### src/sv/ascsf_pkg.sv
// Shared types, character codes and helpers of the ANSI escape stream filter.
// No dependencies; imported by the top level and by the checker.
package ascsf_pkg;

  localparam int CSI_MAX = 32;
  localparam int LEN_W   = $clog2(CSI_MAX);
  localparam logic [LEN_W:0] CSI_MAX_W = (LEN_W + 1)'(CSI_MAX);

  localparam int CFG_IDX_W  = 2;
  localparam int CFG_DATA_W = 16;
  localparam logic [CFG_IDX_W-1:0] CFG_STRIP_ALL   = 2'd0;
  localparam logic [CFG_IDX_W-1:0] CFG_FRAME_LIMIT = 2'd1;

  localparam logic [2:0] ST_OK         = 3'd0;
  localparam logic [2:0] ST_FRAME_LIM  = 3'd1;
  localparam logic [2:0] ST_UNKNOWN    = 3'd2;
  localparam logic [2:0] ST_UNTERM     = 3'd3;
  localparam logic [2:0] ST_CSI_LONG   = 3'd4;

  localparam logic [7:0] CH_BEL    = 8'h07;
  localparam logic [7:0] CH_ESC    = 8'h1B;
  localparam logic [7:0] CH_LPAREN = 8'h28;
  localparam logic [7:0] CH_RPAREN = 8'h29;
  localparam logic [7:0] CH_ZERO   = 8'h30;
  localparam logic [7:0] CH_TWO    = 8'h32;
  localparam logic [7:0] CH_SIX    = 8'h36;
  localparam logic [7:0] CH_SEVEN  = 8'h37;
  localparam logic [7:0] CH_EIGHT  = 8'h38;
  localparam logic [7:0] CH_EQUAL  = 8'h3D;
  localparam logic [7:0] CH_GT     = 8'h3E;
  localparam logic [7:0] CH_QMARK  = 8'h3F;
  localparam logic [7:0] FINAL_LO  = 8'h40;
  localparam logic [7:0] CH_J      = 8'h4A;
  localparam logic [7:0] CH_P      = 8'h50;
  localparam logic [7:0] CH_LBRACK = 8'h5B;
  localparam logic [7:0] CH_BSLASH = 8'h5C;
  localparam logic [7:0] CH_RBRACK = 8'h5D;
  localparam logic [7:0] CH_C      = 8'h63;
  localparam logic [7:0] CH_H      = 8'h68;
  localparam logic [7:0] CH_L      = 8'h6C;
  localparam logic [7:0] CH_N      = 8'h6E;
  localparam logic [7:0] CH_U      = 8'h75;
  localparam logic [7:0] FINAL_HI  = 8'h7E;

  // Parser phase, one-hot.
  typedef enum logic [7:0] {
    PH_TEXT    = 8'b0000_0001,
    PH_ESC     = 8'b0000_0010,
    PH_CSI     = 8'b0000_0100,
    PH_OSC     = 8'b0000_1000,
    PH_OSC_ESC = 8'b0001_0000,
    PH_DCS     = 8'b0010_0000,
    PH_DCS_ESC = 8'b0100_0000,
    PH_SCS     = 8'b1000_0000
  } phase_t;

  // Output sequencer, one-hot.
  typedef enum logic [2:0] {
    CTL_RUN    = 3'b001,
    CTL_PEND   = 3'b010,
    CTL_REPLAY = 3'b100
  } ctl_t;

  typedef struct packed {
    logic [7:0] out_byte;
    logic       byte_valid;
    logic       frame_mark;
    logic [2:0] status;
    logic       last;
  } res_t;

  function automatic res_t make_res(input logic [7:0] b, input logic bv, input logic fm,
                                    input logic [2:0] st, input logic lst);
    res_t r;
    r.out_byte   = b;
    r.byte_valid = bv;
    r.frame_mark = fm;
    r.status     = st;
    r.last       = lst;
    return r;
  endfunction

  // Expected parameter bytes of the synchronized-update mode "?2026".
  function automatic logic [7:0] sync_byte(input logic [LEN_W-1:0] idx);
    logic [7:0] b;
    case (idx)
      LEN_W'(3): b = CH_TWO;
      LEN_W'(4): b = CH_ZERO;
      LEN_W'(5): b = CH_TWO;
      LEN_W'(6): b = CH_SIX;
      default:   b = 8'h00;
    endcase
    return b;
  endfunction

endpackage

### src/sv/ascsf_ram.sv
// Generic single-write, single-read RAM with registered read data.
// Standalone; used for the CSI sequence buffer.
module ascsf_ram #(
  parameter int WIDTH = 8,
  parameter int DEPTH = 32
) (
  input  logic                     clk,
  input  logic                     we,
  input  logic [$clog2(DEPTH)-1:0] waddr,
  input  logic [WIDTH-1:0]         wdata,
  input  logic                     re,
  input  logic [$clog2(DEPTH)-1:0] raddr,
  output logic [WIDTH-1:0]         rdata
);

  logic [WIDTH-1:0] mem_r [DEPTH];
  logic [WIDTH-1:0] rdata_r;

  always_ff @(posedge clk) begin
    if (we) begin
      mem_r[waddr] <= wdata;
    end
    // hold read data while no read is issued
    if (re) begin
      rdata_r <= mem_r[raddr];
    end
  end

  assign rdata = rdata_r;

endmodule

### src/sv/ansi_escape_stream_filter.sv
// ANSI escape stream filter, top level.
// Depends on ascsf_pkg and ascsf_ram (CSI sequence buffer).
//
// Takes one terminal byte per word and passes plain text through at one byte per
// cycle unless out_tready stalls the output. ESC 7 / ESC 8 emit two words unless
// stripping. A CSI sequence is written byte by byte into a CSI_MAX-entry RAM and,
// at its final byte, either dropped or replayed: a replay emits the buffered bytes,
// read through the one RAM read port with registered read data, then the final
// byte, and no input word is taken meanwhile. Status results (frame limit, unknown
// escape, unterminated sequence, CSI overflow) stop the block; after that, input
// words are taken and discarded until reset. The buffer has no reset and needs no
// clearing pass: only entries written by the current sequence are read. cfg_ready
// is always high; write only while idle.
module ansi_escape_stream_filter
  import ascsf_pkg::*;
(
  input  logic                  clk,
  input  logic                  rst_n,
  input  logic                  in_tvalid,
  output logic                  in_tready,
  input  logic [7:0]            in_tdata,   // [7:0] data_byte
  input  logic                  in_tuser,   // [0] end_of_stream
  output logic                  out_tvalid,
  input  logic                  out_tready,
  output logic [7:0]            out_tdata,  // [7:0] out_byte
  output logic [7:0]            out_tuser,  // [0] byte_valid, [1] frame_mark, [4:2] status
  output logic                  out_tlast,
  input  logic                  cfg_valid,
  output logic                  cfg_ready,
  input  logic [CFG_IDX_W-1:0]  cfg_index,
  input  logic [CFG_DATA_W-1:0] cfg_data
);

  ctl_t             ctl_r, ctl_nxt;
  phase_t           phase_r, phase_nxt;
  logic [LEN_W-1:0] len_r, len_nxt;
  logic [15:0]      frames_r, frames_nxt;
  logic [2:0]       stopped_r, stopped_nxt;
  logic             strip_r;
  logic [15:0]      limit_r;
  logic             csi_qry_r, csi_qry_nxt;
  logic             csi_sync_r, csi_sync_nxt;
  logic [LEN_W-1:0] rd_ptr_r, rd_ptr_nxt;
  logic             rdv_r, rdv_nxt;
  logic [7:0]       fin_r, fin_nxt;
  logic             rfm_r, rfm_nxt;
  logic [7:0]       pend_r, pend_nxt;
  res_t             res_r, res_nxt;
  logic             ovalid_r, ovalid_nxt;

  logic             ram_we;
  logic [LEN_W-1:0] ram_waddr;
  logic [7:0]       ram_wdata;
  logic             ram_re;
  logic [7:0]       ram_rdata;

  logic             out_free;
  logic             acc;
  logic [7:0]       c;
  logic             is_final;
  logic [LEN_W:0]   len_p1;
  logic [15:0]      frames_inc;
  logic             limit_hit;
  logic             sync_hit;
  logic             keep_other;
  logic             emit;
  res_t             emit_res;
  logic             do_stop;
  logic [2:0]       stop_st;
  logic             stop_fm;
  logic             load;

  ascsf_ram #(
    .WIDTH(8),
    .DEPTH(CSI_MAX)
  ) u_csi_ram (
    .clk  (clk),
    .we   (ram_we),
    .waddr(ram_waddr),
    .wdata(ram_wdata),
    .re   (ram_re),
    .raddr(rd_ptr_r),
    .rdata(ram_rdata)
  );

  assign out_free  = !ovalid_r || out_tready;
  assign in_tready = (ctl_r == CTL_RUN) && out_free;
  assign acc       = in_tvalid && in_tready;
  assign cfg_ready = 1'b1;
  assign c         = in_tdata;

  assign is_final   = (c >= FINAL_LO) && (c <= FINAL_HI);
  assign len_p1     = {1'b0, len_r} + {{LEN_W{1'b0}}, 1'b1};
  assign frames_inc = (frames_r == 16'hFFFF) ? frames_r : frames_r + 16'd1;
  assign limit_hit  = (limit_r != 16'd0) && (frames_inc >= limit_r);
  assign sync_hit   = (len_r == LEN_W'(7)) && csi_sync_r && ((c == CH_H) || (c == CH_L));
  assign keep_other = !strip_r && (c != CH_N) && (c != CH_C) && (c != CH_U) &&
                      (!csi_qry_r || sync_hit);

  always_comb begin
    ctl_nxt      = ctl_r;
    phase_nxt    = phase_r;
    len_nxt      = len_r;
    frames_nxt   = frames_r;
    stopped_nxt  = stopped_r;
    csi_qry_nxt  = csi_qry_r;
    csi_sync_nxt = csi_sync_r;
    rd_ptr_nxt   = rd_ptr_r;
    rdv_nxt      = rdv_r;
    fin_nxt      = fin_r;
    rfm_nxt      = rfm_r;
    pend_nxt     = pend_r;
    res_nxt      = res_r;
    ovalid_nxt   = ovalid_r && !out_tready;
    ram_we       = 1'b0;
    ram_waddr    = len_r;
    ram_wdata    = c;
    ram_re       = 1'b0;
    emit         = 1'b0;
    emit_res     = make_res(c, 1'b1, 1'b0, ST_OK, 1'b1);
    do_stop      = 1'b0;
    stop_st      = ST_OK;
    stop_fm      = 1'b0;
    load         = 1'b0;

    case (ctl_r)
      CTL_RUN: begin
        if (acc && (stopped_r == ST_OK)) begin
          if (in_tuser) begin
            if (phase_r != PH_TEXT) begin
              do_stop = 1'b1;
              stop_st = ST_UNTERM;
            end
          end else begin
            case (phase_r)
              PH_TEXT: begin
                if (c == CH_ESC) begin
                  // slot 0 of the buffer always holds the introducer
                  phase_nxt = PH_ESC;
                  ram_we    = 1'b1;
                  ram_waddr = '0;
                end else begin
                  emit = 1'b1;
                end
              end
              PH_ESC: begin
                phase_nxt = PH_TEXT;
                if ((c == CH_GT) || (c == CH_EQUAL)) begin
                  // drop
                end else if ((c == CH_SEVEN) || (c == CH_EIGHT)) begin
                  if (!strip_r) begin
                    emit     = 1'b1;
                    emit_res = make_res(CH_ESC, 1'b1, 1'b0, ST_OK, 1'b0);
                    pend_nxt = c;
                    ctl_nxt  = CTL_PEND;
                  end
                end else if (c == CH_LBRACK) begin
                  ram_we       = 1'b1;
                  ram_waddr    = LEN_W'(1);
                  len_nxt      = LEN_W'(2);
                  csi_qry_nxt  = 1'b0;
                  csi_sync_nxt = 1'b1;
                  phase_nxt    = PH_CSI;
                end else if (c == CH_RBRACK) begin
                  phase_nxt = PH_OSC;
                end else if (c == CH_P) begin
                  phase_nxt = PH_DCS;
                end else if ((c == CH_LPAREN) || (c == CH_RPAREN)) begin
                  phase_nxt = PH_SCS;
                end else begin
                  do_stop = 1'b1;
                  stop_st = ST_UNKNOWN;
                end
              end
              PH_CSI: begin
                if (is_final) begin
                  phase_nxt = PH_TEXT;
                  if (c == CH_J) begin
                    frames_nxt = frames_inc;
                    if (limit_hit) begin
                      do_stop = 1'b1;
                      stop_st = ST_FRAME_LIM;
                      stop_fm = 1'b1;
                    end else if (!strip_r) begin
                      ctl_nxt    = CTL_REPLAY;
                      rd_ptr_nxt = '0;
                      rdv_nxt    = 1'b0;
                      fin_nxt    = c;
                      rfm_nxt    = 1'b1;
                    end else begin
                      emit     = 1'b1;
                      emit_res = make_res(8'h00, 1'b0, 1'b1, ST_OK, 1'b1);
                      len_nxt  = '0;
                    end
                  end else if (keep_other) begin
                    ctl_nxt    = CTL_REPLAY;
                    rd_ptr_nxt = '0;
                    rdv_nxt    = 1'b0;
                    fin_nxt    = c;
                    rfm_nxt    = 1'b0;
                  end else begin
                    len_nxt = '0;
                  end
                end else if (len_p1 >= CSI_MAX_W) begin
                  do_stop = 1'b1;
                  stop_st = ST_CSI_LONG;
                end else begin
                  ram_we  = 1'b1;
                  len_nxt = len_p1[LEN_W-1:0];
                  // track the query mark and the "2026" mode digits as they land
                  if (len_r == LEN_W'(2)) begin
                    csi_qry_nxt = (c == CH_QMARK);
                  end
                  if ((len_r >= LEN_W'(3)) && (len_r <= LEN_W'(6))) begin
                    csi_sync_nxt = csi_sync_r && (c == sync_byte(len_r));
                  end
                end
              end
              PH_OSC, PH_OSC_ESC: begin
                if ((c == CH_BEL) || ((phase_r == PH_OSC_ESC) && (c == CH_BSLASH))) begin
                  phase_nxt = PH_TEXT;
                end else begin
                  phase_nxt = (c == CH_ESC) ? PH_OSC_ESC : PH_OSC;
                end
              end
              PH_DCS, PH_DCS_ESC: begin
                if ((phase_r == PH_DCS_ESC) && (c == CH_BSLASH)) begin
                  phase_nxt = PH_TEXT;
                end else begin
                  phase_nxt = (c == CH_ESC) ? PH_DCS_ESC : PH_DCS;
                end
              end
              PH_SCS: begin
                phase_nxt = PH_TEXT;
              end
              default: begin
                phase_nxt = PH_TEXT;
              end
            endcase
          end
        end
      end
      CTL_PEND: begin
        if (out_free) begin
          emit     = 1'b1;
          emit_res = make_res(pend_r, 1'b1, 1'b0, ST_OK, 1'b1);
          ctl_nxt  = CTL_RUN;
        end
      end
      CTL_REPLAY: begin
        // no writes happen here, so reads never overlap a pending write
        load = rdv_r && out_free;
        if (load) begin
          emit     = 1'b1;
          emit_res = make_res(ram_rdata, 1'b1, rfm_r, ST_OK, 1'b0);
        end
        if ((rd_ptr_r != len_r) && (!rdv_r || load)) begin
          ram_re     = 1'b1;
          rd_ptr_nxt = rd_ptr_r + LEN_W'(1);
          rdv_nxt    = 1'b1;
        end else if (load) begin
          rdv_nxt = 1'b0;
        end
        if ((rd_ptr_r == len_r) && !rdv_r && out_free) begin
          emit     = 1'b1;
          emit_res = make_res(fin_r, 1'b1, rfm_r, ST_OK, 1'b1);
          len_nxt  = '0;
          ctl_nxt  = CTL_RUN;
        end
      end
      default: begin
        ctl_nxt = CTL_RUN;
      end
    endcase

    if (do_stop) begin
      stopped_nxt = stop_st;
      phase_nxt   = PH_TEXT;
      len_nxt     = '0;
      emit        = 1'b1;
      emit_res    = make_res(8'h00, 1'b0, stop_fm, stop_st, 1'b1);
    end
    if (emit) begin
      ovalid_nxt = 1'b1;
      res_nxt    = emit_res;
    end
  end

  always_ff @(posedge clk) begin
    if (!rst_n) begin
      ctl_r     <= CTL_RUN;
      phase_r   <= PH_TEXT;
      len_r     <= '0;
      frames_r  <= 16'd0;
      stopped_r <= ST_OK;
      ovalid_r  <= 1'b0;
      rdv_r     <= 1'b0;
      rd_ptr_r  <= '0;
      strip_r   <= 1'b0;
      limit_r   <= 16'd0;
    end else begin
      ctl_r     <= ctl_nxt;
      phase_r   <= phase_nxt;
      len_r     <= len_nxt;
      frames_r  <= frames_nxt;
      stopped_r <= stopped_nxt;
      ovalid_r  <= ovalid_nxt;
      rdv_r     <= rdv_nxt;
      rd_ptr_r  <= rd_ptr_nxt;
      if (cfg_valid && cfg_ready) begin
        if (cfg_index == CFG_STRIP_ALL) begin
          strip_r <= cfg_data[0];
        end else if (cfg_index == CFG_FRAME_LIMIT) begin
          limit_r <= cfg_data;
        end
      end
    end
  end

  always_ff @(posedge clk) begin
    csi_qry_r  <= csi_qry_nxt;
    csi_sync_r <= csi_sync_nxt;
    fin_r      <= fin_nxt;
    rfm_r      <= rfm_nxt;
    pend_r     <= pend_nxt;
    res_r      <= res_nxt;
  end

  assign out_tvalid = ovalid_r;
  assign out_tdata  = res_r.out_byte;
  assign out_tuser  = {3'b000, res_r.status, res_r.frame_mark, res_r.byte_valid};
  assign out_tlast  = res_r.last;

endmodule

### config.mk
export PLATFORM = sky130hd
export DESIGN_NAME = ansi_escape_stream_filter
export DESIGN_NICKNAME = d
export VERILOG_FILES = /design/src/sv/ascsf_pkg.sv /design/src/sv/ascsf_ram.sv /design/src/sv/ansi_escape_stream_filter.sv
export SDC_FILE = /design/constraint.sdc
export NUM_CORES = 1
export LEC_CHECK = 0
export ABC_AREA = 1
export BUFFER_PORTS_ARGS = -buffer_cell sky130_fd_sc_hd__buf_2
export CORE_ASPECT_RATIO = 1.4
export CORE_MARGIN = 10
export CORE_UTILIZATION = 45
export CTS_CLUSTER_SIZE = 20
export DETAILED_ROUTE_END_ITERATION = 8
export PLACE_DENSITY = 0.68
export SYNTH_ARGS = -nofsm -noshare
export SYNTH_HDL_FRONTEND = slang
export SYNTH_SLANG_ARGS = --single-unit
### constraint.sdc
create_clock -name clk -period 7.1 [get_ports clk]
set_input_delay 0 -clock clk [delete_from_list [all_inputs] [get_ports clk]]
set_output_delay 0 -clock clk [all_outputs]
set_load 0.05 [all_outputs]
## After elaboration in Yosys (flattened, before gate mapping)

Memories as Yosys holds them, arrays and structs flattened. A register that Yosys moved wholly into a read port is not among the register bits.
Cells that the tools add are included.

- Bits in registers: 92
- Word-level logic and storage cells: 348
- Memories: 1
- Bits in writable memories: 256
- Latch bits: 0
- ROM bits: 0
- Bits of input ports: 32

- Bitwise operators: 5
- Shift operators: 0
- Equal/unequal tests: 77
- Muxes and demuxes: 181
- Div/mod/pow operators: 0
- $add $sub $neg: 3
- $mul: 0
- Order comparisons: 6
- Reduce and logical (&&, ||, !) cells: 55

Memory list:

| memory | depth | bits a word | rd ports | clocked after Yosys merged registers in | wr ports | RTL line | text |
|---|---|---|---|---|---|---|---|
| u_csi_ram.mem_r | 32 | 8 | 1 | 1 | 1 | ascsf_ram.sv:16 | `logic [WIDTH-1:0] mem_r [DEPTH];` |

Operator list:

| kind | count |
|---|---|
| 2-to-1 mux 14 bit | 12 |
| 2-to-1 mux 5 bit | 31 |
| 2-to-1 mux 8 bit | 19 |
| 2-to-1 mux 1 bit | 74 |
| equality test 8 x 6 -> 1 bit (second input constant) | 8 |
| equality test 8 x 7 -> 1 bit (second input constant) | 8 |
| 2-to-1 mux 3 bit | 17 |
| case mux 14 bit (3 select lines) | 1 |
| case mux 5 bit (2 select lines) | 4 |
| case mux 8 bit (5 select lines) | 1 |
| != test 2 bit (second input constant) | 16 |
| case mux 14 bit (2 select lines) | 1 |
| != test 3 bit (second input constant) | 9 |
| != test 8 x 7 -> 1 bit (second input constant) | 3 |
| AND reduction 12 bit | 2 |
| equality test 5 x 3 -> 1 bit (second input constant) | 4 |
| logical AND 1 bit | 20 |
| AND reduction 10 bit | 2 |
| case mux 6 bit (3 select lines) | 1 |
| AND reduction 9 bit | 2 |
| adder 16 x 1 -> 16 bit (second input constant) | 1 |
| equality test 16 bit (second input constant) | 1 |
| equality test 8 x 3 -> 1 bit (second input constant) | 2 |
| equality test 8 x 5 -> 1 bit (second input constant) | 2 |
| other kinds (46) | 86 |

## Longest topological paths before layout

Gate-level depths: netlist of run 1.

- Depth in word-level cells: 16
- Depth in mapped cells: 25
- Mapped depth without buffers: 24

## By module

From an unflattened synthesis of run 1, not the netlist that was laid out.

- Cells, all modules: 1756
- Area, all modules: 16978.8 µm²

By module, submodules not included:

| module | area each (µm²) | cells each | times used |
|---|---|---|---|
| ascsf_ram | 10866.7 | 922 | 1 |
| ansi_escape_stream_filter | 6112.1 | 834 | 1 |

## Worst setup path after synthesis of run 1

OpenSTA, ideal clock, no wires.

- Path type: reg-to-reg
- Start point: register frames_r[0]
- End point: register res_r, in the netlist out_tdata[0], enable pin
- Cell stages (with the launch flop): 23
- Library setup time: 0.394 ns
- Setup slack: 3.607 ns
- Clock period less this slack: 3.493 ns
- Arrival time: 3.099 ns
- Cells stage by stage: dfxtp_1 ha_1 inv_1 nor3_1 nand2_1 or3_1 buf_2 buf_1 nand2_1 ha_1 nand2_1 inv_1 nand2_1 nand2_1 nor2_1 nand2_1 nand2_1 nand2_1 nand3_1 nand3_2 nand2_4 buf_4 nand3_1

- Cells in the longest elaborated chain, start to end: 12

RTL lines:

| what | RTL line | text |
|---|---|---|
| start, declared | ansi_escape_stream_filter.sv:37 | `logic [15:0] frames_r, frames_nxt;` |
| start signal, assigned | ansi_escape_stream_filter.sv:305 | `frames_r <= frames_nxt;` |
| adder 16 x 1 -> 16 bit / equality test 16 bit (equally long branches) | ansi_escape_stream_filter.sv:94 | `assign frames_inc = (frames_r == 16'hFFFF) ? frames_r : frames_r + 16'd1;` |
| 2-to-1 mux 16 bit (*) | ansi_escape_stream_filter.sv:94 |  |
| via frames_inc[7] | ansi_escape_stream_filter.sv:62 | `logic [15:0] frames_inc;` |
| >= comparator 16 bit (*) | ansi_escape_stream_filter.sv:95 | `assign limit_hit = (limit_r != 16'd0) && (frames_inc >= limit_r);` |
| logical AND 1 bit (*) | ansi_escape_stream_filter.sv:95 |  |
| 2-to-1 mux 1 bit | ansi_escape_stream_filter.sv:180 | `if (limit_hit) begin` |
| 2-to-1 mux 1 bit | ansi_escape_stream_filter.sv:178 | `if (c == CH_J) begin` |
| 2-to-1 mux 1 bit | ansi_escape_stream_filter.sv:176 | `if (is_final) begin` |
| case mux 1 bit (3 select lines) / case mux 1 bit (2 select lines) (equally long branches) | ansi_escape_stream_filter.sv:135 | `case (phase_r)` |
| 2-to-1 mux 1 bit | ansi_escape_stream_filter.sv:129 | `if (in_tuser) begin` |
| 2-to-1 mux 1 bit | ansi_escape_stream_filter.sv:128 | `if (acc && (stopped_r == ST_OK)) begin` |
| case mux 1 bit (3 select lines) / 2-to-1 mux 1 bit (equally long branches) | ansi_escape_stream_filter.sv:126 | `case (ctl_r)` |
| 2-to-1 mux 1 bit (*) | ansi_escape_stream_filter.sv:276 | `if (do_stop) begin` |
| via emit | ansi_escape_stream_filter.sv:66 | `logic emit;` |
| end signal, assigned | ansi_escape_stream_filter.sv:326 | `res_r <= res_nxt;` |
| end, declared | ansi_escape_stream_filter.sv:48 | `res_t res_r, res_nxt;` |

Mark *: on every way through the listed nets, which the timed path passes. The rest lies on a longest branch.
A chain may end at the register's enable or synchronous reset.

## Worst setup path after layout of run 1

- Start point: register frames_r[0]
- End point: register res_r, in the netlist out_tdata[2], enable pin

Same word-level chain as after synthesis.

==> flow_metrics.tcl, run 1 <==
set metrics [dict create \
    status "completed" \
    rsz0062_at_grt "false" \
    first_global_vias 12030 \
    worst-path-buf-inv 2 \
    cts_setup_buffers 0 \
    min_delay_worst_endpoint "u_csi_ram.mem_r[29][4]$_DFFE_PP_" \
    firstDrtPassIters 5 \
    post-synth-top-area-cell "edfxtp_1" \
    clkTransAtPathRegs_ns 0.06 \
    wl_met2_um 21180 \
    drc 0 \
    grt-ovfl-total 0 \
    dp.cells 2083 \
    start_util_pct 45.70 \
    reg2reg_from "frames_r[0]$_SDFFE_PN0P_" \
    cts_tree "built" \
    dieArea_um2 44730 \
    ys_types 52 \
    vias 12390 \
    dpl.hpwl_um 27470 \
    antenna_found_initial 1 \
    crit_type "reg -> reg" \
    gp_congestion 0.9142 \
    synth_edf_count 297 \
    fin_ws_ns 2.814 \
    path_cells "ha_1 > inv_1 > nor3_1 > nand2_1 > or3_1 > o21ai_0 > inv_1 > ha_1 > nand2_1 > nand2_1 > nand2_1 > nand2_1 > nand2_1 > nand2_1 > nand2_1 > nand2_1 > nand3_1 > nand3_2 > nand2_4 > nand3_1" \
    p_leak_nw 6.490 \
    ys_seq_area_share_pct 61.37 \
    drt_iter0_drc 1131 \
    layout_commonest_cell "edfxtp_1" \
    swShare_pct 21.20 \
    drive_gt1_share_pct 10.92 \
    cts-root-buf "clkbuf_16" \
    area_delta_synth_final_pct 11.65 \
    p_per_area_nw_per_um2 233.0 \
    reg2reg_slack_ns 2.81 \
    die_x_um 181.6 \
    synth.top_cell.area_share_pct 54.19 \
    power_frac_comb_pct 3.5 \
    syn_inst 1634 \
    holdPathStages 2 \
    groute.usage.overall_pct 18.51 \
    min_period_ns 4.286 \
    clock_skew_ns 0.02018 \
    hold_class "in -> reg" \
    hold_viol 0 \
    cts_buffer_depth 3 \
    utilization_pct 51.02 \
    worst_ep_required_time_ns 7.19 \
    portBuffers 47 \
    wl_um 42660 \
    wl_per_cell_um 19.69 \
    grt_max_degree 89 \
    finalMaxSlewViolations 0 \
    drtAntennaViolNets 0 \
    clock_latency_ns 0.54 \
    holdBufCountCts 20 \
    worstPathArrival_ns 4.37 \
    cts.htree.levels 2 \
    worstReg2RegEnd "out_tdata[2]$_SDFFCE_PP0P_" \
    relSlewSlack_pct 24.04 \
    setup_viol 0 \
    met3WireLength_um 2423 \
    clkSinkCount 356 \
    slowest_stage "or3_1" \
    fill_cells 3144 \
    drt-met1-wl_um 17210 \
    die_h_um 246.3 \
    ir_drop_mv 0.1318 \
    viasPerCell 5.719 \
    syn-cell-area_um2 16460 \
    ff2ff_path_depth 20 \
    yosys_warnings 0 \
    power.switching_uw 907.9 \
    ys_top_cells_by_area "edfxtp_1, dfxtp_1, o21ai_0" \
    timing.max_cap.violations 0 \
    critPathCaptureType "flip-flop" \
    ys_ff_latch 356 \
    tns_ns 0 \
    startpoint_type "flip-flop" \
    worstPathMaxFanout 19 \
    min-delay-start "in_tdata[4]" \
    cts_buffers 34 \
    grt_pass1_wl_um 66500 \
    core_um2 36010 \
    cpMostUsedCell "nand2_1" \
    critical-path-max-stage-delay_ns 0.61 \
    p_int_mw 3.374 \
    rows 82 \
    finalCritPeriodShare_pct 60.37 \
    nets 1731 \
    top_layer "met4" \
    clkPwrFrac_pct 43.4 \
    ios 52 \
    seq_power_share_pct 53.1 \
    final_cells 2166 \
    synth_flop_cell "edfxtp_1" \
    syn_area_per_cell_um2 10.07 \
    synthArstFlopShare_pct 0 \
    most-common-layout-cells "edfxtp_1, nor2_1, nand2_1" \
    tightest_slew_ns 1.138 \
    crit_family "simple AND/OR/NAND/NOR gates" \
    cts_resized 0 \
    fmax_mhz 233.3 \
    dp_slack_ns 2.829 \
]
cells by family (layout without fill, tap and decap cells):
kind of cell / count (synthesis) / count (layout) / share of synthesized area (%)
buf+inv: 222 / 281 / 5.451
other cells: 2 / 13 / 0.04563
flops: 356 / 356 / 61.37
simple gates: 624 / 624 / 17.09
compound gates: 391 / 391 / 13.46
xor+xnor: 17 / 17 / 0.9047
fa+ha+maj: 22 / 22 / 1.673
final cells by class:
class / count / area [um2] / area share (%)
inverter: 141 / 533.0 / 2.901
tap: 462 / 578.1 / 3.146
multi-input combinational: 1066 / 5503 / 29.95
timing repair buffer: 78 / 518.0 / 2.819
clock inverter: 24 / 237.7 / 1.294
clock buffer: 38 / 897.1 / 4.883
sequential: 356 / 10100 / 54.99
antenna: 1 / 2.502 / 0.01362
cells in the mapped netlist, types with 2 or more instances:
| library cell | count |
|---|---|
| dfxtp_1 | 59 |
| a22oi_1 | 2 |
| buf_2 | 19 |
| nand4_1 | 31 |
| ha_1 | 22 |
| a31oi_1 | 11 |
| o221ai_1 | 25 |
| o22ai_1 | 41 |
| nor2_1 | 235 |
| nor3_1 | 16 |
| nand2_2 | 7 |
| nor2_2 | 11 |
| nand4_2 | 2 |
| inv_1 | 112 |
| edfxtp_1 | 297 |
| o21ai_1 | 16 |
| nor4_2 | 2 |
| clkinv_1 | 4 |
| o21ai_0 | 199 |
| nand2_1 | 212 |
| nor2_4 | 5 |
| o211ai_1 | 15 |
| nor4_1 | 9 |
| nand2_4 | 2 |
| buf_1 | 2 |
| a221oi_1 | 5 |
| nor3_2 | 3 |
| nand3_2 | 9 |
| buf_4 | 8 |
| xor2_1 | 13 |
| nand3_1 | 74 |
| xnor2_1 | 4 |
| o2111ai_1 | 3 |
| inv_2 | 24 |
| clkbuf_1 | 51 |
| conb_1 | 2 |
| a211oi_1 | 3 |
| a21oi_1 | 65 |
through the flow:
stage | instance area, um2 | power (mW) | hold WS, ns
final | 18370 | 4.282 | 0.04461
after global routing | 18370 | 4.388 | 0.05362
after CTS | 18370 | 4.304 | 0.02831
after detailed placement | 17040 | 2.457 | 0.2912
after global placement | 17040 | 2.455 | 0.2789
after floorplan | 16490 | 2.397 | 0.09887
layer usage:
metal	track usage [%]	vias up
met5	0	-
met4	9.135	0
met3	2.772	111
met2	31.55	428
met1	22.44	5992
li1	-	5857
worst max-delay path by stage:
stage               slack, ns                          to                     start  depth (start not counted)
floorplan                3.61  out_tdata[0]$_SDFFCE_PP0P_  frames_r[0]$_SDFFE_PN0P_                         22
finish                   2.81  out_tdata[2]$_SDFFCE_PP0P_  frames_r[0]$_SDFFE_PN0P_                         20
detailed placement       2.83  out_tdata[5]$_SDFFCE_PP0P_  frames_r[0]$_SDFFE_PN0P_                         20
global route             2.34     out_tlast$_SDFFCE_PP1P_  frames_r[0]$_SDFFE_PN0P_                         20
global placement         2.92  out_tdata[5]$_SDFFCE_PP0P_  frames_r[0]$_SDFFE_PN0P_                         20
CTS                      2.81  out_tdata[6]$_SDFFCE_PP0P_  frames_r[0]$_SDFFE_PN0P_                         20
power groups by stage:
stage | sequential (mW) | combinational [mW] | clock (mW)
after detailed placement | 2.32 | 0.137 | 0
after global routing | 2.27 | 0.162 | 1.95
final | 2.27 | 0.149 | 1.86
after global placement | 2.32 | 0.135 | 0
after floorplan | 2.33 | 0.0660 | 0
after CTS | 2.27 | 0.146 | 1.88
state kept, by name, summed over array words and instances (netlist names):
name,flops
rfm_r,1
out_tlast,1
u_csi_ram.mem_r,256
out_tvalid,1
frames_r,16
out_tdata,8
rdv_r,1
csi_qry_r,1
csi_sync_r,1
out_tuser,5
ctl_r,3
limit_r,16
rd_ptr_r,5
fin_r,8
u_csi_ram.rdata,8
len_r,5
phase_r,8
pend_r,8
strip_r,1
stopped_r,3
No activity file was read; power rests on OpenSTA's default activity.
==> run 2: changes to the inputs <==
clock period = 4.4 ns   (was 7.1 ns; I/O delays follow)
==> run 2 against run 1 <==
Net effect: register-to-register slack worse by 2.2 ns; via count rose by 0.61%; critical path depth is 1 higher; wire length is 2.7% higher; first-iteration DRC count decreased by 22%; sequential share of layout area fell by 0.61 points; flip-flop and latch count stayed put; cell area up 1.1%; setup slack lost 2.2 ns; sequential power rose by 62%; core utilization rose by 0.58 points; final cell count grew 1.1%; critical path type unchanged; largest cell class unchanged.
==> flow_metrics.tcl, run 2 (synthesis gave the netlist of run 1 again) <==
set metrics [dict create \
    clock_skew_ns 0.01569 \
    holdBufCountCts 33 \
    holdPathStages 3 \
    total_power_mw 6.859 \
    hold_class "in -> reg" \
    p_leak_nw 6.588 \
    drt_iter0_drc 887 \
    ff2ff_path_depth 21 \
    antenna_found_initial 0 \
    cts_resized 0 \
    fill_cells 3155 \
    cts_buffers 34 \
    grt-ovfl-total 0 \
    clock_latency_ns 0.55 \
    dp_slack_ns 0.7123 \
    clkTransAtPathRegs_ns 0.06 \
    critPathCaptureType "flip-flop" \
    area_delta_synth_final_pct 12.91 \
    fmax_mhz 265.9 \
    finalCritPeriodShare_pct 85.48 \
    status "completed" \
    ir_drop_mv 0.2398 \
    cts_buffer_depth 3 \
    rsz0062_at_grt "false" \
    swShare_pct 21.48 \
    viasPerCell 5.691 \
    min_period_ns 3.761 \
    tightest_slew_ns 1.167 \
    setup_viol 0 \
    power_frac_comb_pct 3.8 \
    firstDrtPassIters 7 \
    n_antenna_cell 0 \
    ios 52 \
    rows 82 \
    tns_ns 0 \
    relSlewSlack_pct 22.18 \
    grt_pass1_wl_um 68400 \
    hold_viol 0 \
    top_regs "u_csi_ram.mem_r x256, frames_r x16, limit_r x16" \
    first_global_vias 12100 \
    drc 0 \
    die_x_um 181.6 \
    power.switching_mw 1.473 \
    drive_gt1_share_pct 11.34 \
    seq_power_share_pct 53.5 \
    crit_type "reg -> reg" \
    p_int_mw 5.386 \
    worstPathMaxFanout 15 \
    wl_per_cell_um 20.00 \
    groute.usage.overall_pct 19.13 \
    timing.max_cap.violations 0 \
    worstPathArrival_ns 4.22 \
    fin_ws_ns 0.6390 \
    cts-root-buf "clkbuf_16" \
    layout_commonest_cell "edfxtp_1" \
    start_util_pct 45.70 \
    clkSinkCount 356 \
    clkPwrFrac_pct 42.7 \
    largest_register "u_csi_ram.mem_r" \
    hold_ws_ns 0.06015 \
    wl_um 43800 \
    cts_setup_buffers 0 \
    finalMaxSlewViolations 0 \
    dpl.hpwl_um 28820 \
    startpoint_type "flip-flop" \
    vias 12460 \
    core_um2 36010 \
    most-common-layout-cells "edfxtp_1, nor2_1, nand2_1" \
    cts.htree.levels 2 \
    gp_congestion 0.9306 \
    worst_ep_required_time_ns 4.86 \
    dieArea_um2 44730 \
    drtAntennaViolNets 0 \
    cts_tree "built" \
    portBuffers 47 \
    nets 1758 \
    die_h_um 246.3 \
    p_per_area_nw_per_um2 369.1 \
    grt_max_degree 81 \
    largest_register_ffs 256 \
]
-- run 2: through the flow --
stage	instances	area [um2]	util (%)
2_1_floorplan	1644	16490	-
3_3_place_gp	2097	17150	47.63
3_5_place_dp	2097	17150	47.63
4_1_cts	2190	18580	51.60
5_1_grt	2190	18580	51.60
6_report	2190	18580	51.60
-- run 2: critical path, stage by stage, from the launching register on --
cell     delay (ns)
dfxtp_1        0.40
ha_1           0.21
inv_1          0.05
nor3_1         0.22
nand2_1        0.13
or3_1          0.45
buf_4          0.23
o21ai_1        0.13
ha_1           0.27
nand2_1        0.06
inv_1          0.04
nand2_1        0.07
nor2_1         0.05
nor2_1         0.08
nand2_1        0.08
nand2_1        0.06
nand2_1        0.15
nand3_1        0.15
nand3_2        0.10
nand2_4        0.17
nand2_1        0.33
a21oi_1        0.23
-- run 2: routing by layer --
metal / track usage (%) / vias up / part of all wire, %
met1: 22.88 / 6024 / 40
met2: 33.44 / 416 / 50
met3: 2.479 / 101 / 5.8
met4: 9.063 / 0 / 4.1
met5: 0 / - / 0
li1: - / 5923 / -
-- run 2: power groups by stage --
stage	Combinational [mW]	Sequential, mW	Clock (mW)
CTS	0.253	3.67	2.97
floorplan	0.106	3.76	0
global placement	0.225	3.74	0
detailed placement	0.229	3.74	0
global route	0.280	3.67	3.08
finish	0.258	3.67	2.93
-- run 2: cell type report --
type	count	area [um2]	share of cell area [%]
clock buffer	40	894.6	4.814
clock inverter	20	202.7	1.091
inverter	141	533.0	2.868
multi-input combinational	1066	5503	29.61
sequential	356	10100	54.38
tap	462	578.1	3.111
timing repair buffer	105	765.7	4.121
-- run 2: path summary, 6_finish.rpt --
kind	from	to	slack, ns
worst max-delay path	frames_r[0]$_SDFFE_PN0P_	phase_r[1]$_SDFFE_PP0P_	0.64
worst min-delay path	in_tdata[3]	out_tdata[3]$_SDFFCE_PP0P_	0.06
worst min register to register	stopped_r[0]$_SDFFE_PN0P_	stopped_r[0]$_SDFFE_PN0P_	0.46
worst max register to register	frames_r[0]$_SDFFE_PN0P_	phase_r[1]$_SDFFE_PP0P_	0.64
==> run 3: changes to the inputs <==
==> constraint.sdc (replaced) <==
create_clock -name clk -period 4.4 [get_ports clk]
set_input_delay 0.88 -clock clk [delete_from_list [all_inputs] [get_ports clk]]
set_output_delay 0.88 -clock clk [all_outputs]
set_load 0.05 [all_outputs]
==> run 3 against run 2 <==
Net effect: hold slack better by 0.40 ns; non-clock buffer count fell by 12; combinational power is 9.7% lower; cell area fell by 0.38%; clock skew is 0.013 ns higher; critical path depth unchanged; core utilization decreased by 0.19 points; sequential power about the same; clock power rose by 8.2%; highest routed layer is now met5; largest power group unchanged; count of clock-buffer cells in the layout fell by 3; global-route usage decreased by 0.10 points; sequential share of layout area rose by 0.21 points.
==> flow_metrics.tcl, run 3 (synthesis gave the netlist of run 1 again) <==
set metrics [dict create \
    status "completed" \
    drt_iter0_drc 1008 \
    gp_congestion 0.9554 \
    cts_buffers 34 \
    cts_tree "built" \
    area_delta_synth_final_pct 12.48 \
    cts_setup_buffers 0 \
    min_delay_worst_endpoint "stopped_r[0]$_SDFFE_PN0P_" \
    dp.cells 2118 \
    drtAntennaViolNets 0 \
    core_um2 36010 \
    rows 82 \
    final_cells 2180 \
    setup_viol 0 \
    regArea_um2 10100 \
    fin_area_um2 18510 \
    cts-root-buf "clkbuf_16" \
    wl_um 43710 \
    portBuffers 47 \
    die_h_um 246.3 \
    hold_viol 0 \
    cts.htree.levels 2 \
    multi_input_area_um2 5503 \
    hold_ws_ns 0.4612 \
    dieArea_um2 44730 \
    clkTransAtPathRegs_ns 0.06 \
    cts_resized 0 \
    min-delay-start "stopped_r[0]$_SDFFE_PN0P_" \
    start_util_pct 45.70 \
    vias 12300 \
    min_period_ns 3.879 \
    clock_latency_ns 0.55 \
    grt_max_degree 95 \
    placed_area_um2 17300 \
    top_regs "u_csi_ram.mem_r x256, frames_r x16, limit_r x16" \
    rsz0062_at_grt "false" \
    die_x_um 181.6 \
    n_antenna_cell 0 \
    worst_ep_required_time_ns 4.86 \
    wl_per_cell_um 20.05 \
    worstPathMaxFanout 19 \
    total_power_mw 7.072 \
    ir_drop_mv 0.2724 \
    p_leak_nw 6.618 \
    antenna_found_initial 1 \
    worstPathArrival_ns 4.34 \
    grt-ovfl-total 0 \
    fill_cells 3189 \
    firstDrtPassIters 5 \
    drc 0 \
    groute.usage.overall_pct 19.03 \
    worstReg2RegEnd "len_r[2]$_SDFFE_PP0P_" \
    tightest_slew_ns 1.118 \
    utilization_pct 51.40 \
    most-common-layout-cells "edfxtp_1, nor2_1, nand2_1" \
    tns_ns 0 \
    cts_buffer_depth 3 \
    viasPerCell 5.642 \
    largest_register "u_csi_ram.mem_r" \
    reg2reg_from "frames_r[0]$_SDFFE_PN0P_" \
    holdBufCountCts 0 \
    reg2reg_slack_ns 0.52 \
    dp_slack_ns 0.5988 \
    p_per_area_nw_per_um2 382.0 \
    crit_type "reg -> reg" \
    drive_gt1_share_pct 12.92 \
    ios 52 \
    startpoint_type "flip-flop" \
    nets 1746 \
    fmax_mhz 257.8 \
    relSlewSlack_pct 25.21 \
    clkSinkCount 356 \
    largest_register_ffs 256 \
    first_global_vias 12130 \
    holdPathStages 2 \
    critPathCaptureType "flip-flop" \
    finalCritPeriodShare_pct 88.17 \
    clock_skew_ns 0.02860 \
    dpl.hpwl_um 29470 \
    hold_class "reg -> reg" \
    finalMaxSlewViolations 0 \
    fin_ws_ns 0.5207 \
    layout_commonest_cell "edfxtp_1" \
    ff2ff_path_depth 21 \
    grt_pass1_wl_um 67810 \
    timing.max_cap.violations 0 \
]
## run 3: final cells by class
cell class	instances	share of cell area, %
flip-flops and latches	356	54.59
multi-input cells	1066	29.73
clock buffers	37	4.772
repair buffers	93	3.136
well taps	462	3.123
inverters	141	2.879
clock inverters	25	1.778
## run 3: power breakdown
group	leakage (nW)	switching, mW	total [mW]	internal, mW
clock network	0.591	1.29	3.17	1.88
logic	2.87	0.181	0.233	0.0521
registers	3.16	0.00664	3.67	3.66
total	6.62	1.47	7.07	5.60
## run 3: per-layer routing
metal	GRT usage, %	up-vias	wire length (um)
li1	-	5892	-
met4	9.950	2	2011
met2	32.78	418	21940
met3	2.655	92	2494
met5	0	-	7
met1	22.68	5896	17260
## run 3: worst max-delay path by stage
stage,from,to,slack (ns),depth (start not counted)
final,frames_r[0]$_SDFFE_PN0P_,len_r[2]$_SDFFE_PP0P_,0.52,21
after global routing,frames_r[0]$_SDFFE_PN0P_,len_r[3]$_SDFFE_PP0P_,0.09,20
after CTS,frames_r[0]$_SDFFE_PN0P_,len_r[3]$_SDFFE_PP0P_,0.58,21
after detailed placement,frames_r[0]$_SDFFE_PN0P_,len_r[3]$_SDFFE_PP0P_,0.60,21
after global placement,frames_r[0]$_SDFFE_PN0P_,out_tdata[5]$_SDFFCE_PP0P_,0.66,21
after floorplan,frames_r[0]$_SDFFE_PN0P_,out_tdata[0]$_SDFFCE_PP0P_,0.91,22
## run 3: worst max-delay path: stages, from the launching register on
cell and delay, ns:
dfxtp_1 0.39, ha_1 0.21, inv_1 0.05, nor3_1 0.26
nand2_1 0.13, or3_1 0.60, o21ai_0 0.31, inv_1 0.07
ha_1 0.30, nand2_1 0.07, nand2_1 0.05, nand2_1 0.05
nand2_1 0.05, nand2_1 0.05, nand2_1 0.05, nand2_1 0.05
nand2_1 0.13, nand3_1 0.14, nand3_2 0.10, nand2_4 0.17
nand2_1 0.33, a21oi_1 0.24
